[src/rtl/kct_pkg.sv]
// shared constants and types for the keypad countdown timer
`timescale 1ns / 1ps

package kct_pkg;

	localparam int TICKS_PER_SECOND = 1000;
	localparam int FRAC_W = $clog2(TICKS_PER_SECOND);
	localparam int SEC_W = 13;

	typedef logic [1:0] opcode_t;
	typedef logic [1:0] mode_t;
	typedef logic [3:0] digit_t;
	typedef logic [4:0] key_code_t;
	typedef logic [8:0] coord_t;

	localparam opcode_t OP_TICK = 2'd0;
	localparam opcode_t OP_PRESS = 2'd1;
	localparam opcode_t OP_RELEASE = 2'd2;

	localparam mode_t MODE_STOPPED = 2'd0;
	localparam mode_t MODE_COUNTING = 2'd1;
	localparam mode_t MODE_ALARM = 2'd2;

	localparam key_code_t KEY_START = 5'd0;
	localparam key_code_t KEY_ZERO = 5'd1;
	localparam key_code_t KEY_CLEAR = 5'd2;
	localparam key_code_t KEY_LAST = 5'd11;
	localparam key_code_t KEY_OUTSIDE = 5'h1E;
	localparam key_code_t KEY_NONE = 5'h1F;

	localparam coord_t GRID_X_LO = 9'd34;
	localparam coord_t GRID_X_HI = 9'd286;
	localparam coord_t GRID_Y_HI = 9'd320;
	localparam coord_t CELL_W = 9'd84;
	localparam coord_t CELL_H = 9'd80;
	localparam coord_t MENU_Y = 9'd330;

	localparam digit_t DIGIT_MAX = 4'd9;
	localparam digit_t TENS_MAX = 4'd5;
	localparam digit_t TENS_LIMIT = 4'd6;

	typedef struct packed {
		logic in_grid;
		key_code_t code;
	} key_info_t;

endpackage

[src/rtl/kct_item_if.sv]
// input channel: tick, press or release beats
`timescale 1ns / 1ps

interface kct_item_if;
	logic valid;
	logic ready;
	logic [1:0] opcode;
	logic [8:0] x_pos;
	logic [8:0] y_pos;

	modport source (output valid, opcode, x_pos, y_pos, input ready);
	modport sink (input valid, opcode, x_pos, y_pos, output ready);
endinterface

[src/rtl/kct_result_if.sv]
// output channel: display digits and status per beat
`timescale 1ns / 1ps

interface kct_result_if;
	logic valid;
	logic ready;
	logic [3:0] minutes_tens;
	logic [3:0] minutes_ones;
	logic [3:0] seconds_tens;
	logic [3:0] seconds_ones;
	logic [1:0] mode;
	logic buzzer_on;
	logic refresh;
	logic to_menu;

	modport source (output valid, minutes_tens, minutes_ones, seconds_tens, seconds_ones,
		mode, buzzer_on, refresh, to_menu, input ready);
	modport sink (input valid, minutes_tens, minutes_ones, seconds_tens, seconds_ones,
		mode, buzzer_on, refresh, to_menu, output ready);
endinterface

[src/rtl/kct_keymap.sv]
// touch coordinates to key code of the 3 x 4 keypad grid
`timescale 1ns / 1ps

module kct_keymap (
	input kct_pkg::coord_t x_pos,
	input kct_pkg::coord_t y_pos,
	output kct_pkg::key_info_t key
);
	logic [1:0] col;
	logic [1:0] row;
	logic [3:0] idx;

	always_comb begin
		if (x_pos < kct_pkg::GRID_X_LO + kct_pkg::CELL_W) begin
			col = 2'd0;
		end else if (x_pos < kct_pkg::GRID_X_LO + 9'(2 * kct_pkg::CELL_W)) begin
			col = 2'd1;
		end else begin
			col = 2'd2;
		end

		if (y_pos < kct_pkg::CELL_H) begin
			row = 2'd0;
		end else if (y_pos < 9'(2 * kct_pkg::CELL_H)) begin
			row = 2'd1;
		end else if (y_pos < 9'(3 * kct_pkg::CELL_H)) begin
			row = 2'd2;
		end else begin
			row = 2'd3;
		end

		idx = 4'({2'b00, row} * 4'd3) + {2'b00, col};
		key.in_grid = (x_pos > kct_pkg::GRID_X_LO) && (x_pos < kct_pkg::GRID_X_HI)
			&& (y_pos < kct_pkg::GRID_Y_HI);
		key.code = key.in_grid ? {1'b0, idx} : kct_pkg::KEY_OUTSIDE;
	end
endmodule

[src/rtl/keypad_countdown_timer_core.sv]
// keypad countdown timer: input stage, timer state update and result register
//
// channel  dir  payload
// item     in   opcode, x_pos, y_pos
// result   out  minutes_tens, minutes_ones, seconds_tens, seconds_ones, mode,
//               buzzer_on, refresh, to_menu
//
// one beat per cycle unless result stalls; result valid rises as a beat enters its register
// the state update is one pass of shallow logic between the input stage and result register
// the countdown is kept as whole seconds plus a tick fraction, so no divider is needed
// arst_n clears mode, digits, counters, held key and both valid flags
// a stalled result holds the input stage, which then holds item.ready low
`timescale 1ns / 1ps

module keypad_countdown_timer_core (
	input logic clk,
	input logic arst_n,
	kct_item_if.sink item,
	kct_result_if.source result
);
	logic valid_s1;
	kct_pkg::opcode_t opcode_s1;
	kct_pkg::coord_t x_s1;
	kct_pkg::coord_t y_s1;

	kct_pkg::mode_t mode_q;
	kct_pkg::digit_t digit_q [4];
	logic [kct_pkg::SEC_W-1:0] sec_q;
	logic [kct_pkg::FRAC_W-1:0] frac_q;
	kct_pkg::key_code_t held_q;

	kct_pkg::mode_t mode_n;
	kct_pkg::digit_t digit_n [4];
	logic [kct_pkg::SEC_W-1:0] sec_n;
	logic [kct_pkg::FRAC_W-1:0] frac_n;
	kct_pkg::key_code_t held_n;
	logic refresh_n;
	logic to_menu_n;

	logic res_valid_q;
	kct_pkg::digit_t res_digit_q [4];
	kct_pkg::mode_t res_mode_q;
	logic res_refresh_q;
	logic res_to_menu_q;

	kct_pkg::key_info_t key;
	kct_pkg::digit_t dec_digit [4];
	kct_pkg::digit_t norm_digit [4];
	logic [6:0] key_min;
	logic [6:0] key_sec;
	logic [kct_pkg::SEC_W-1:0] key_total;
	logic fire;

	assign fire = valid_s1 && (!res_valid_q || result.ready);
	assign item.ready = !valid_s1 || fire;

	always_ff @(posedge clk or negedge arst_n) begin
		if (!arst_n) begin
			valid_s1 <= 1'b0;
		end else if (item.ready) begin
			valid_s1 <= item.valid;
		end
	end

	always_ff @(posedge clk) begin
		if (item.ready && item.valid) begin
			opcode_s1 <= item.opcode;
			x_s1 <= item.x_pos;
			y_s1 <= item.y_pos;
		end
	end

	kct_keymap u_keymap (
		.x_pos(x_s1),
		.y_pos(y_s1),
		.key(key)
	);

	// one second off the shown digits, minutes wrap from 00 to 99
	always_comb begin
		dec_digit = digit_q;
		if (digit_q[3] != '0) begin
			dec_digit[3] = digit_q[3] - 4'd1;
		end else begin
			dec_digit[3] = kct_pkg::DIGIT_MAX;
			if (digit_q[2] != '0) begin
				dec_digit[2] = digit_q[2] - 4'd1;
			end else begin
				dec_digit[2] = kct_pkg::TENS_MAX;
				if (digit_q[1] != '0) begin
					dec_digit[1] = digit_q[1] - 4'd1;
				end else begin
					dec_digit[1] = kct_pkg::DIGIT_MAX;
					dec_digit[0] = (digit_q[0] != '0) ? digit_q[0] - 4'd1 : kct_pkg::DIGIT_MAX;
				end
			end
		end
	end

	// keyed MM:SS to total seconds and normal form
	always_comb begin
		key_min = 7'(7'(digit_q[0]) * 7'd10) + 7'(digit_q[1]);
		key_sec = 7'(7'(digit_q[2]) * 7'd10) + 7'(digit_q[3]);
		key_total = kct_pkg::SEC_W'(kct_pkg::SEC_W'(key_min) * kct_pkg::SEC_W'(60))
			+ kct_pkg::SEC_W'(key_sec);
		norm_digit = digit_q;
		if (digit_q[2] >= kct_pkg::TENS_LIMIT) begin
			norm_digit[2] = digit_q[2] - kct_pkg::TENS_LIMIT;
			if (digit_q[1] == kct_pkg::DIGIT_MAX) begin
				norm_digit[1] = '0;
				norm_digit[0] = (digit_q[0] == kct_pkg::DIGIT_MAX) ? '0 : digit_q[0] + 4'd1;
			end else begin
				norm_digit[1] = digit_q[1] + 4'd1;
			end
		end
	end

	always_comb begin
		mode_n = mode_q;
		digit_n = digit_q;
		sec_n = sec_q;
		frac_n = frac_q;
		held_n = held_q;
		refresh_n = 1'b0;
		to_menu_n = 1'b0;
		case (opcode_s1)
			kct_pkg::OP_TICK: begin
				if (mode_q == kct_pkg::MODE_COUNTING) begin
					if (frac_q == '0) begin
						frac_n = kct_pkg::FRAC_W'(kct_pkg::TICKS_PER_SECOND - 1);
						sec_n = sec_q - kct_pkg::SEC_W'(1);
						digit_n = dec_digit;
						refresh_n = 1'b1;
					end else begin
						frac_n = frac_q - kct_pkg::FRAC_W'(1);
						if (sec_q == '0 && frac_q == kct_pkg::FRAC_W'(1)) begin
							mode_n = kct_pkg::MODE_ALARM;
							refresh_n = 1'b1;
						end
					end
				end
			end
			kct_pkg::OP_PRESS: begin
				if (mode_q == kct_pkg::MODE_ALARM) begin
					mode_n = kct_pkg::MODE_STOPPED;
					refresh_n = 1'b1;
				end else if (key.code != held_q) begin
					held_n = key.code;
					refresh_n = 1'b1;
					if (key.code == kct_pkg::KEY_CLEAR) begin
						digit_n = '{default: '0};
						mode_n = kct_pkg::MODE_STOPPED;
					end else if (mode_q == kct_pkg::MODE_STOPPED && key.in_grid) begin
						if (key.code == kct_pkg::KEY_START) begin
							digit_n = norm_digit;
							sec_n = key_total;
							frac_n = '0;
							if (key_total != '0) begin
								mode_n = kct_pkg::MODE_COUNTING;
							end
						end else begin
							digit_n[0] = digit_q[1];
							digit_n[1] = digit_q[2];
							digit_n[2] = digit_q[3];
							digit_n[3] = (key.code == kct_pkg::KEY_ZERO) ? '0
								: 4'(key.code - kct_pkg::KEY_CLEAR);
						end
					end
				end
			end
			kct_pkg::OP_RELEASE: begin
				to_menu_n = (y_s1 > kct_pkg::MENU_Y) && (mode_q == kct_pkg::MODE_STOPPED);
				held_n = kct_pkg::KEY_NONE;
			end
			default: begin
			end
		endcase
	end

	always_ff @(posedge clk or negedge arst_n) begin
		if (!arst_n) begin
			mode_q <= kct_pkg::MODE_STOPPED;
			digit_q <= '{default: '0};
			sec_q <= '0;
			frac_q <= '0;
			held_q <= kct_pkg::KEY_NONE;
			res_valid_q <= 1'b0;
		end else begin
			if (fire) begin
				mode_q <= mode_n;
				digit_q <= digit_n;
				sec_q <= sec_n;
				frac_q <= frac_n;
				held_q <= held_n;
				res_valid_q <= 1'b1;
			end else if (result.ready) begin
				res_valid_q <= 1'b0;
			end
		end
	end

	always_ff @(posedge clk) begin
		if (fire) begin
			res_digit_q <= digit_n;
			res_mode_q <= mode_n;
			res_refresh_q <= refresh_n;
			res_to_menu_q <= to_menu_n;
		end
	end

	assign result.valid = res_valid_q;
	assign result.minutes_tens = res_digit_q[0];
	assign result.minutes_ones = res_digit_q[1];
	assign result.seconds_tens = res_digit_q[2];
	assign result.seconds_ones = res_digit_q[3];
	assign result.mode = res_mode_q;
	assign result.buzzer_on = (res_mode_q == kct_pkg::MODE_ALARM);
	assign result.refresh = res_refresh_q;
	assign result.to_menu = res_to_menu_q;
endmodule

[src/flat_wrapper.sv]
// flat-port wrapper written by rule: the top's interface ports become plain ports
module keypad_countdown_timer_core_flat 
  (clk, arst_n, item_valid, item_opcode, item_x_pos, item_y_pos, item_ready, result_valid, result_minutes_tens, result_minutes_ones, result_seconds_tens, result_seconds_ones, result_mode, result_buzzer_on, result_refresh, result_to_menu, result_ready);
  kct_item_if item_i ();
  kct_result_if result_i ();
  input logic clk;
  input logic arst_n;
  input wire logic [$bits(item_i.valid)-1:0] item_valid;
  input wire logic [$bits(item_i.opcode)-1:0] item_opcode;
  input wire logic [$bits(item_i.x_pos)-1:0] item_x_pos;
  input wire logic [$bits(item_i.y_pos)-1:0] item_y_pos;
  output wire logic [$bits(item_i.ready)-1:0] item_ready;
  output wire logic [$bits(result_i.valid)-1:0] result_valid;
  output wire logic [$bits(result_i.minutes_tens)-1:0] result_minutes_tens;
  output wire logic [$bits(result_i.minutes_ones)-1:0] result_minutes_ones;
  output wire logic [$bits(result_i.seconds_tens)-1:0] result_seconds_tens;
  output wire logic [$bits(result_i.seconds_ones)-1:0] result_seconds_ones;
  output wire logic [$bits(result_i.mode)-1:0] result_mode;
  output wire logic [$bits(result_i.buzzer_on)-1:0] result_buzzer_on;
  output wire logic [$bits(result_i.refresh)-1:0] result_refresh;
  output wire logic [$bits(result_i.to_menu)-1:0] result_to_menu;
  input wire logic [$bits(result_i.ready)-1:0] result_ready;
  assign item_i.valid = item_valid;
  assign item_i.opcode = item_opcode;
  assign item_i.x_pos = item_x_pos;
  assign item_i.y_pos = item_y_pos;
  assign item_ready = item_i.ready;
  assign result_valid = result_i.valid;
  assign result_minutes_tens = result_i.minutes_tens;
  assign result_minutes_ones = result_i.minutes_ones;
  assign result_seconds_tens = result_i.seconds_tens;
  assign result_seconds_ones = result_i.seconds_ones;
  assign result_mode = result_i.mode;
  assign result_buzzer_on = result_i.buzzer_on;
  assign result_refresh = result_i.refresh;
  assign result_to_menu = result_i.to_menu;
  assign result_i.ready = result_ready;
  keypad_countdown_timer_core u_core (.clk(clk), .arst_n(arst_n), .item(item_i), .result(result_i));
endmodule
[config.mk]
export PLATFORM = sky130hd
export DESIGN_NAME = keypad_countdown_timer_core_flat
export DESIGN_NICKNAME = d
export VERILOG_FILES = /design/src/rtl/kct_pkg.sv /design/src/rtl/kct_item_if.sv /design/src/rtl/kct_result_if.sv /design/src/rtl/kct_keymap.sv /design/src/rtl/keypad_countdown_timer_core.sv /design/src/flat_wrapper.sv
export SDC_FILE = /design/constraint.sdc
export NUM_CORES = 1
export LEC_CHECK = 0
export BUFFER_PORTS_ARGS = -buffer_cell sky130_fd_sc_hd__buf_4
export CAP_MARGIN = 20
export CORE_UTILIZATION = 50
export CTS_CLUSTER_SIZE = 28
export DETAILED_ROUTE_END_ITERATION = 6
export PLACE_DENSITY_LB_ADDON = 0.05
export SYNTH_ARGS = -nofsm -noshare
export SYNTH_HDL_FRONTEND = slang
export SYNTH_SLANG_ARGS = --single-unit
[constraint.sdc]
create_clock -name clk -period 13.6 [get_ports clk]
set_input_delay 0.68 -clock clk [delete_from_list [all_inputs] [get_ports clk]]
set_output_delay 0.68 -clock clk [all_outputs]
set_load 0.005 [all_outputs]
==> reports/results.txt <==
In this run the static leakage power is 0.00327 µW. The stage delay of the slowest cell on the critical path came out at 0.56 ns. The count of input and output buffers is 46. The global-route congestion overflow total was 0; the number of distinct standard cells referenced by the synthesized netlist was 72. The number of hold buffers added after CTS was 0. The run gives 5.81 ns as the data arrival at the endpoint of the critical path. Across every metal layer, demand over resource in global routing totals 26.7%.

From synthesis to final layout, the design area changed by 10.8%. The tools report the worst clock skew on the final layout as 0.0119 ns. The maximum fanout count along the critical path is 12. The final critical path takes up 41.9% of the cycle.

The number of gates resized after CTS was 0. After floorplanning, the core was divided into 43 placement rows. The die is 121 µm tall.

For this run, the leading register cell type out of synthesis is dfrtp_1. For this run, the number of Yosys warnings is 0. The tools report the HPWL reported at the end of detailed placement as 14.0 mm. STA classifies the critical path endpoint as a flip-flop. The H-tree was split into 3 levels.

The worst path needs 5.71 ns of the cycle, external delays included. The logs give 5 for the number of optimization iterations in the first detailed-route pass and 6025 for the number of global-route vias before repair. Combined area of all synthesized cells: 7120 µm². Counting along the longest clock path gives a buffer depth of 2.

The run gives 18.9 mm as the total detailed-routing wirelength. For this run, design rule violations remaining after detail routing come to 0. The number of fill cells is 1271, and the core outline area is 13900 µm².

The family with the most delay on the worst path was adder cells. The detailed router finished its first iteration with 580 violations. Static timing analysis puts the maximum clock frequency at 175 MHz. The slew at the pin closest to its max-slew limit came out at 1.04 ns.

Clock root buffer: clkbuf_16. The commonest non-fill, non-tap cell in the layout was nor2_1. The initial antenna violation count was 0; the number of top-level pins was 47. The placed instances occupy a cell area of 7610 µm².

The critical path contains buffers and inverters numbering 2 combined. The number of clock buffers inserted by TritonCTS was 9; the fraction of the yosys area taken by sequential cells was 33.8%. The final antenna-violating net count was 0. On the critical path, the stage with the largest delay is an instance of or4_1. The die is 121 µm wide. The run finished with clean final reports. The ratio of cells with drive above 1 in the final layout is 10.2%, and the via density per instance is 6.17. The setup TNS was 0 ns. Setup repair after global routing left no endpoint under its margin. Number of pins with negative max-slew slack in the final report: 0. The run gives 2410 µm² as the area used by sequential logic in the layout.

After the last flow step, the layout net total stands at 944. The later pin in the worst-skew pair is clocked with a latency of 0.35 ns. After detailed routing, the average wire length per cell comes to 18.3 µm. The final route contains 6376 vias. Class of the most critical hold timing path: in -> async. After synthesis the netlist holds a flip-flop and latch count of 88.

At the end of routability-driven placement, the weighted congestion stood at 0.882. The number of enable flip-flop cells after synthesis came out at 40. The category of the worst setup path launch point was a flip-flop. The most repeated library cell on the critical path was ha_1. The diode insertion count for antenna repair came out at 0. The proportion of register bits with asynchronous set or reset after synthesis came out at 54.5%.

The first global-routing pass estimated 30.7 mm of wire. The worst pin sits at a relative slew slack of 30.6%. Cells fill 56.8% of the core in the end.

The critical path goes through ha_1, ha_1, xor2_1, inv_1, fa_1, fa_1, inv_1, ha_1, xnor2_1, ha_1, o21a_1, o31a_1, o221ai_1, nor3b_2, xnor2_1, or4_1, o31ai_2, nand2_1. The final number of hold-violating endpoints was 0; the max-cap violation count was 0. The number of cells on the worst reg-to-reg path is 18. The tools report the area of the multi-input gates as 4360 µm².

For the design area, the log shows 7880 µm². The cell count after synthesis came out at 817. The top cell types in the final layout, fill and taps aside, are 73 x nor2_1, 70 x a21oi_1, 61 x inv_1, 61 x nand2_1, 58 x o21ai_0. The critical path runs through a total of 18 cells.

The number of clock sinks was 88; the maximum vdd ir drop was 0.257 mV. For this configuration, the core starts out at a cell density of 51.3%. Entering global routing, the biggest net connects 49 pins.

The areal power density over the cells was 258 nW/µm²; the data required time at the worst endpoint was 13.71 ns. The clock transition at the registers of the reported paths is 0.07 ns. A synthesized cell averages 8.71 µm².

The die covers 14700 µm². Setup violations remaining at the end of the flow were counted as 0. Post-CTS timing repair inserted 0 buffers for setup. TritonCTS built the clock tree. The net count after synthesis was 912.

The critical path is of the reg -> reg type.
[registers in the layout, indices dropped and copies added (netlist names)]
name	cells
u_core.digit_q	16
u_core.sec_q	13
u_core.frac_q	10
u_core.x_s1	9
u_core.y_s1	9
u_core.held_q	5
u_core.result.minutes_ones	4
u_core.result.minutes_tens	4
u_core.result.seconds_ones	4
u_core.result.seconds_tens	4
u_core.mode_q	2
u_core.opcode_s1	2
u_core.result.mode	2
u_core.result.refresh	1
u_core.result.to_menu	1
u_core.result.valid	1
u_core.valid_s1	1
[layer usage]
metal | vias to the layer above | share of wire [%] | global-route usage [%]
li1 | 3071 | - | -
met1 | 3047 | 46 | 36.9
met2 | 219 | 45 | 41.8
met3 | 39 | 5.6 | 4.23
met4 | 0 | 2.8 | 10.5
met5 | - | 0 | 0
[cell usage after synthesis, drive strengths merged (13+ instances only)]
master | n | area share (%)
xnor2 | 14 | 1.7
dfrtp | 43 | 15
nor3 | 33 | 2.4
clkbuf | 29 | 1.5
o22ai | 17 | 1.5
nand3 | 34 | 2.4
inv | 61 | 3.2
ha | 56 | 9.8
nor2 | 73 | 3.8
nand2 | 61 | 3.2
o31ai | 13 | 1.5
fa | 15 | 4.2
a21oi | 70 | 4.9
xor2 | 14 | 1.7
edfxtp | 40 | 17
o21ai | 60 | 4.2
[worst paths after layout]
check | slack (ns) | endpoint | startpoint
worst max register to register | 7.89 | u_core.result.mode[0] | u_core.digit_q[12]
min in group clk | 0.49 | u_core.result.valid | u_core.valid_s1
worst min register to register | 0.49 | u_core.result.valid | u_core.valid_s1
worst min-delay path | 0.38 | u_core.sec_q[9] | arst_n
max in group asynchronous | 12.76 | u_core.valid_s1 | arst_n
worst max-delay path | 7.89 | u_core.result.mode[0] | u_core.digit_q[12]
[kinds of logic (layout without fill, tap and decap cells)]
| family | after synthesis | after routing | synth area share [%] |
|---|---|---|---|
| and+or+nand+nor | 272 | 272 | 18.8 |
| AOI/OAI and AO/OA | 251 | 251 | 22.8 |
| buffers and inverters | 92 | 129 | 4.87 |
| DFF | 88 | 88 | 33.8 |
| adders and majority gates | 72 | 72 | 14.2 |
| xor gates and xnor gates | 28 | 28 | 3.45 |
| muxes | 14 | 14 | 2.07 |
[metrics by stage]
stage	hold slack (ns)	instances	setup slack, ns	total power, µW
2_1_floorplan	0.384	817	8.49	1490
3_3_place_gp	0.471	1017	8.10	1760
3_5_place_dp	0.487	1018	7.87	1790
4_1_cts	0.406	1034	7.84	2040
5_1_grt	0.424	1034	7.56	2220
6_report	0.380	1034	7.89	2040
[layout make-up]
type	instances	area share (%)
repair buffers	51	4.82
clock buffers	10	2.90
multi-input cells	637	55.3
flip-flops and latches	88	30.6
well taps	180	2.86
clock inverters	6	0.571
inverters	62	2.95
[report_power, final]
| part | internal (µW) | switching [µW] |
|---|---|---|
| registers | 322 | 50.5 |
| clock network | 125 | 112 |
| logic | 595 | 833 |
Power figures use the tool's default switching activity.
